<file path="src/sv/pcg_pkg.sv">
`timescale 1ns / 1ps
`default_nettype none
// ----------------------------------------------------------------------------
// pcg_pkg
// Constants and types shared by the PCG64 XSL-RR generator modules.
// ----------------------------------------------------------------------------
package pcg_pkg;

   localparam int unsigned WORD_W   = 64;
   localparam int unsigned LCG_W    = 128;
   localparam int unsigned LIMB_W   = 32;
   localparam int unsigned CSR_AW   = 4;
   localparam int unsigned CSR_DW   = 64;

   // register index decoded from paddr[3]
   localparam logic REG_SEED = 1'b0;

   localparam logic [LCG_W-1:0]  LCG_MULT  = 128'h2360ED051FC65DA4_4385DF649FCCF645;
   localparam logic [WORD_W-1:0] MIX_GOLD  = 64'h9E3779B97F4A7C15;
   localparam logic [WORD_W-1:0] MIX_C1    = 64'hBF58476D1CE4E5B9;
   localparam logic [WORD_W-1:0] MIX_C2    = 64'h94D049BB133111EB;
   localparam logic [WORD_W-1:0] SEED_RST  = 64'h0;

   // request to the shared multiply-accumulate unit
   typedef struct packed {
      logic start;   // pulse: latch operands and begin
      logic wide;    // 1: 128-bit product (4 limbs), 0: 64-bit (2 limbs)
   } mul_req_type;

endpackage : pcg_pkg
`default_nettype wire

</file>
<file path="src/sv/pcg_mul.sv">
`timescale 1ns / 1ps
`default_nettype none
// ----------------------------------------------------------------------------
// pcg_mul
// Shared 32x32 multiply-accumulate unit: forms a truncated product
// a * b + init, modulo 2^64 or 2^128, one partial product per cycle.
// ----------------------------------------------------------------------------
module pcg_mul (
   input  wire                        clock,
   input  wire                        reset,
   input  pcg_pkg::mul_req_type       req,
   input  wire [pcg_pkg::LCG_W-1:0]   op_a,
   input  wire [pcg_pkg::LCG_W-1:0]   op_b,
   input  wire [pcg_pkg::LCG_W-1:0]   acc_init,
   output logic                       done,
   output logic [pcg_pkg::LCG_W-1:0]  result
);
   import pcg_pkg::*;

   logic                 busy_ff, busy_in;
   logic                 issue_ff, issue_in;
   logic                 pv_ff, pv_in;
   logic                 wide_ff, wide_in;
   logic [1:0]           i_ff, i_in, j_ff, j_in, sh_ff, sh_in;
   logic [2*LIMB_W-1:0]  prod_ff, prod_in;
   logic [LCG_W-1:0]     a_ff, a_in, b_ff, b_in, acc_ff, acc_in;
   logic [1:0]           top;
   logic [2:0]           ij_sum;
   logic [LCG_W-1:0]     addend;

   assign top    = wide_ff ? 2'd3 : 2'd1;
   assign ij_sum = {1'b0, i_ff} + {1'b0, j_ff};
   assign addend = {{(LCG_W-2*LIMB_W){1'b0}}, prod_ff} << (LIMB_W * sh_ff);
   assign done   = busy_ff && !issue_ff && !pv_ff;
   assign result = acc_ff;

   // pair sequencing: all limb pairs with i+j <= top
   always_comb begin
      busy_in  = busy_ff;
      issue_in = issue_ff;
      pv_in    = 1'b0;
      wide_in  = wide_ff;
      i_in     = i_ff;
      j_in     = j_ff;
      sh_in    = sh_ff;
      prod_in  = prod_ff;
      a_in     = a_ff;
      b_in     = b_ff;
      acc_in   = acc_ff;
      if (pv_ff) begin
         acc_in = acc_ff + addend;
      end
      if (req.start) begin
         busy_in  = 1'b1;
         issue_in = 1'b1;
         wide_in  = req.wide;
         i_in     = 2'd0;
         j_in     = 2'd0;
         a_in     = op_a;
         b_in     = op_b;
         acc_in   = acc_init;
      end else if (issue_ff) begin
         prod_in = {{LIMB_W{1'b0}}, a_ff[LIMB_W*i_ff +: LIMB_W]} *
                   {{LIMB_W{1'b0}}, b_ff[LIMB_W*j_ff +: LIMB_W]};
         sh_in   = ij_sum[1:0];
         pv_in   = 1'b1;
         if (i_ff == top) begin
            issue_in = 1'b0;
         end else if (ij_sum < {1'b0, top}) begin
            j_in = j_ff + 2'd1;
         end else begin
            i_in = i_ff + 2'd1;
            j_in = 2'd0;
         end
      end else if (done) begin
         busy_in = 1'b0;
      end
   end

   always_ff @(posedge clock) begin
      if (reset) begin
         busy_ff  <= 1'b0;
         issue_ff <= 1'b0;
         pv_ff    <= 1'b0;
      end else begin
         busy_ff  <= busy_in;
         issue_ff <= issue_in;
         pv_ff    <= pv_in;
      end
      wide_ff <= wide_in;
      i_ff    <= i_in;
      j_ff    <= j_in;
      sh_ff   <= sh_in;
      prod_ff <= prod_in;
      a_ff    <= a_in;
      b_ff    <= b_in;
      acc_ff  <= acc_in;
   end

endmodule : pcg_mul
`default_nettype wire

</file>
<file path="config.mk">
export PLATFORM = sky130hd
export DESIGN_NAME = pcg_mul
export DESIGN_NICKNAME = d
export VERILOG_FILES = /design/src/sv/pcg_pkg.sv /design/src/sv/pcg_mul.sv
export SDC_FILE = /design/constraint.sdc
export NUM_CORES = 2
export LEC_CHECK = 0
export BUFFER_PORTS_ARGS = -buffer_cell sky130_fd_sc_hd__buf_4
export CORE_UTILIZATION = 59
export DETAILED_ROUTE_END_ITERATION = 7
export GPL_TIMING_DRIVEN = 0
export PLACE_DENSITY = 0.79
export SETUP_SLACK_MARGIN = 0.5
export SLEW_MARGIN = 20
export SYNTH_ARGS = -nofsm -noshare
export SYNTH_HDL_FRONTEND = slang
export SYNTH_SLANG_ARGS = --single-unit
</file>
<file path="constraint.sdc">
create_clock -name clock -period 17.44 [get_ports clock]
set_input_delay 5.232 -clock clock [delete_from_list [all_inputs] [get_ports clock]]
set_output_delay 5.232 -clock clock [all_outputs]
set_load 0.01 [all_outputs]
</file>
# == Yosys cells after proc, flatten, opt, wreduce, memory -nomap -nowiden ==
# Cells that the tools add are included.
# op_classes
order_cmp,1
n_bitwise,3
reduce_logical,11
eq_ne,2
shifts,3
muxes,11
add_sub_neg,4
mul,1
# ops
cell,n
128-bit 2-to-1 mux,2
128-bit by 8-bit indexed part select with 32-bit output,2
128-bit adder,1
64-bit by 7-bit << shifter with 128-bit output,1
32-bit by 32-bit multiplier with 64-bit output,1
1-bit 2-to-1 mux,7
2-bit AND reduction,3
2-bit by 1-bit adder with 2-bit output (second input constant),2
2-bit 2-to-1 mux,2
2-bit nonzero test,2
2-bit by 2-bit adder with 3-bit output,1
3-bit by 2-bit < comparator with 1-bit output,1
1-bit NOT,3
3-bit AND reduction,1
2-bit equality test,1
1-bit logical AND,2
1-bit logical NOT,2
2-bit inequality test (second input constant),1
2-bit OR reduction,1
# word_totals
register_bits,458
word_cells,47
output_inout_bits,129
inputBits,388

# == Logic depth before layout (Yosys ltp) ==
# depth
depth_word,6
mapped_depth,34
depth_no_buf,30

# == Worst setup path after synthesis ==
# OpenSTA, ideal clock, no wires.
# synth_path
path_kind,input to register
startpoint,input req[1] (netlist bit)
endpoint,"register prod_ff[0], enable pin"
path_stages,3
slack_ps,8372
path_buffers,2
required_time_ps,16941
t_arrival_ps,8569
setup_ps,499
path_cell_list,clkbuf_1 > buf_1 > nor2b_1
# synth_via
elab_chain_len,2
# synth_lines
item,line_no,rtl
from (decl),pcg_mul.sv:11,"input pcg_pkg::mul_req_type req,"
1-bit NOT (no source line),--,
2-bit AND reduction (no source line),--,
to (signal assigned),pcg_mul.sv:94,prod_ff <= prod_in;
to (decl),pcg_mul.sv:25,"logic [2*LIMB_W-1:0] prod_ff, prod_in;"
# Every way passes these cells.
# A chain may end at the register's enable or synchronous reset.

# == Worst setup path after layout ==
# layout_path
startpoint,register j_ff[0]
endpoint,"register prod_ff[62], data pin"
# layout_via
elab_chain_len,2
# layout_lines
item,line_no,rtl
from (decl),pcg_mul.sv:24,"logic [1:0] i_ff, i_in, j_ff, j_in, sh_ff, sh_in;"
from (signal assigned),pcg_mul.sv:92,j_ff <= j_in;
128-bit by 8-bit indexed part select with 32-bit output,pcg_mul.sv:64,"{{LIMB_W{1'b0}}, b_ff[LIMB_W*j_ff +: LIMB_W]};"
32-bit by 32-bit multiplier with 64-bit output,pcg_mul.sv:63,"prod_in = {{LIMB_W{1'b0}}, a_ff[LIMB_W*i_ff +: LIMB_W]} *"
# Every way passes these cells.

==> results.yml <==
route:
  drcViolationCount: 0
  wl_um: 275100
  wl_per_cell_um: 32.62
  ant_nets: 0
  vias_per_cell: 6.505
  route.vias.total: 54870
  drtIter0Drc: 6695
  drt-pass1-iter-count: 8
final_layout:
  syn_to_final_growth_pct: 13.32
  nets: 8692
  drive_gt1_frac: 0.1203
global_routing:
  grt_pass1_vias: 55140
  grt_pass1_wl_um: 384900
  antenna_found_initial: 29
  grt_start_max_net_pins: 117
  track_usage: 0.5379
  overflow: 0
clock_network:
  clock_latency_ns: 0.70
  cts_buffer_depth: 3
  cts_setup_buffers: 0
  numCtsBuffers: 50
  cts.sinks: 458
  htree_levels: 2
  path_clk_slew_ns: 0.06
  cts_resized: 0
  cts-root-buf: "clkbuf_16"
  cts_hold_buffers: 0
  cts_tree: "built"
critical_path:
  cpPeakStageDelay_ns: 0.92
  r2r_start: "j_ff[0]"
  cp.arrival_ns: 13.36
  cp-start-kind: "flop"
  reg2regPathDepth: 33
  critPathKind: "reg -> reg"
  crit_top_cell: "fa_1"
  crit_path_start: "j_ff[0]"
  rrSetupSlack_ns: 4.49
  crit_fanout: 10
  cp_slowest_cell: "buf_1"
  required_ns: 17.85
  critPathCapture: "prod_ff[62]"
  end_kind: "flop"
  r2r_end: "prod_ff[62]"
synth:
  synth_most_common_cell: "inv_1"
  syn_inst: 6416
  syn_avg_cell_area_um2: 9.336
  ys_seq_area_frac: 0.2284
  yosysWarnings: 0
  synth_area_leaders: "fa_1 (30%), edfxtp_1 (23%), ha_1 (8.2%), inv_1 (5.9%), nand2_1 (5.0%)"
  synth_edf_count: 451
  synth_common_cells: "inv_1 (937), fa_1 (898), nand2_1 (797), nor2_1 (785), edfxtp_1 (451)"
  ys_types: 96
  synth_async_sr_flop_share: 0
  yosysTopAreaCellShare: 0.3001
  synth_top_area_cell: "fa_1"
  synth_nets: 8094
  syn_area_mm2: 0.05990
  synthFlopType: "edfxtp_1"
  yosys_register_bits: 458
sta:
  setup_viol: 0
  period_needed_ns: 12.95
  fin_setup_tns_ns: 0
  hold_violations: 0
  slew_headroom: 0.09174
  maxSlewViolCount: 0
  fmax_mhz: 77.25
  worst_pin_slew_ns: 1.362
  hold_ws_ns: 0.4893
  rsz0062_at_grt: "false"
  fin_crit_sh: 0.7423
  fin_worst_skew_ns: 0.06452
  timing.final.ws_setup_ns: 4.494
floorplan:
  io_pins: 517
  dieArea_mm2: 0.1028
  core_area_mm2: 0.1003
  die_w_um: 320.6
  die-height_um: 320.6
  rows: 116
  start_util: 0.5973
place:
  place_ws_ns: 4.884
  dpl.hpwl_um: 220400
  place.gp.congestion: 1.142
  io_buffers: 516
worst_hold_path:
  hold_path_class: "reg -> reg"
  hold_depth: 2
run_status:
  outcome: "completed"
flow_run:
  drv_cap: 0
==> critical path: cells and delay by family (launching register included) <==
kind	cells	cell delay, ns
muxes	1	0.34
and+or+nand+nor	7	1.12
buffers and inverters	11	4.04
DFF	1	0.54
adders and majority gates	9	4.98
AOI/OAI and AO/OA	5	1.62
==> logic make-up after synthesis <==
group / count (synthesis) / share of synthesized area
buffers and inverters: 1288 / 0.08194
AND/OR/NAND/NOR: 1987 / 0.1418
flip-flops: 458 / 0.2284
AO/OA/AOI/OAI: 1055 / 0.1107
adder cells (fa/ha/maj): 1290 / 0.3820
XOR/XNOR: 176 / 0.02573
multiplexers: 162 / 0.02945
==> metrics by stage <==
| stage | instances | area, um2 | utilization |
|---|---|---|---|
| floorplan | 6416 | 59900 | - |
| global placement | 8289 | 65470 | 0.6528 |
| detailed placement | 8318 | 66100 | 0.6591 |
| CTS | 8407 | 67760 | 0.6756 |
| global route | 8418 | 67840 | 0.6764 |
| finish | 8435 | 67880 | 0.6768 |
==> routing by layer <==
metal / up-vias / wire (um) / GRT usage
li1: 22070 / - / -
met1: 26470 / 85740 / 0.5798
met5: - / 224 / 0
met2: 4744 / 115700 / 0.7893
met4: 18 / 34890 / 0.5304
met3: 1566 / 38580 / 0.2223
==> cell type report <==
| class | instances | area [um2] |
|---|---|---|
| Inverter | 939 | 3525 |
| Antenna cell | 27 | 67.56 |
| Buffer | 349 | 1411 |
| Sequential cell | 458 | 13680 |
| Clock buffer | 60 | 1289 |
| Multi-Input combinational cell | 4670 | 41490 |
| Timing Repair Buffer | 546 | 4357 |
| Fill cell | 7739 | 32410 |
| Clock inverter | 29 | 365.4 |
| Tap cell | 1357 | 1698 |
==> how the worst min path moves through the flow <==
stage                       start       to  slack, ns
after floorplan           busy_ff  busy_ff       0.44
after global placement    busy_ff  busy_ff       0.46
after detailed placement  busy_ff  busy_ff       0.47
after CTS                 busy_ff  busy_ff       0.48
after global routing      busy_ff  busy_ff       0.52
final                     busy_ff  busy_ff       0.49
==> placed cells by master, fill, tap and decap left out, drive strengths merged, types with 93 or more instances in the layout <==
| cell type | count |
|---|---|
| ha | 392 |
| fa | 898 |
| o21ai | 345 |
| inv | 942 |
| nand2 | 798 |
| a21o | 104 |
| xnor2 | 114 |
| nor2 | 785 |
| mux2i | 93 |
| buf | 603 |
| clkbuf | 352 |
| a21oi | 279 |
| edfxtp | 451 |
==> registers in the layout, indices dropped and copies added, names as in the netlist <==
name and count:
pv_ff 1, issue_ff 1, b_ff 128, result 128
i_ff 2, busy_ff 1, sh_ff 2, a_ff 128
wide_ff 1, j_ff 2, prod_ff 64
Power is left out: the tool's default activity adds up to more than one toggle a clock period on the data nets, which glitch-free logic cannot reach.
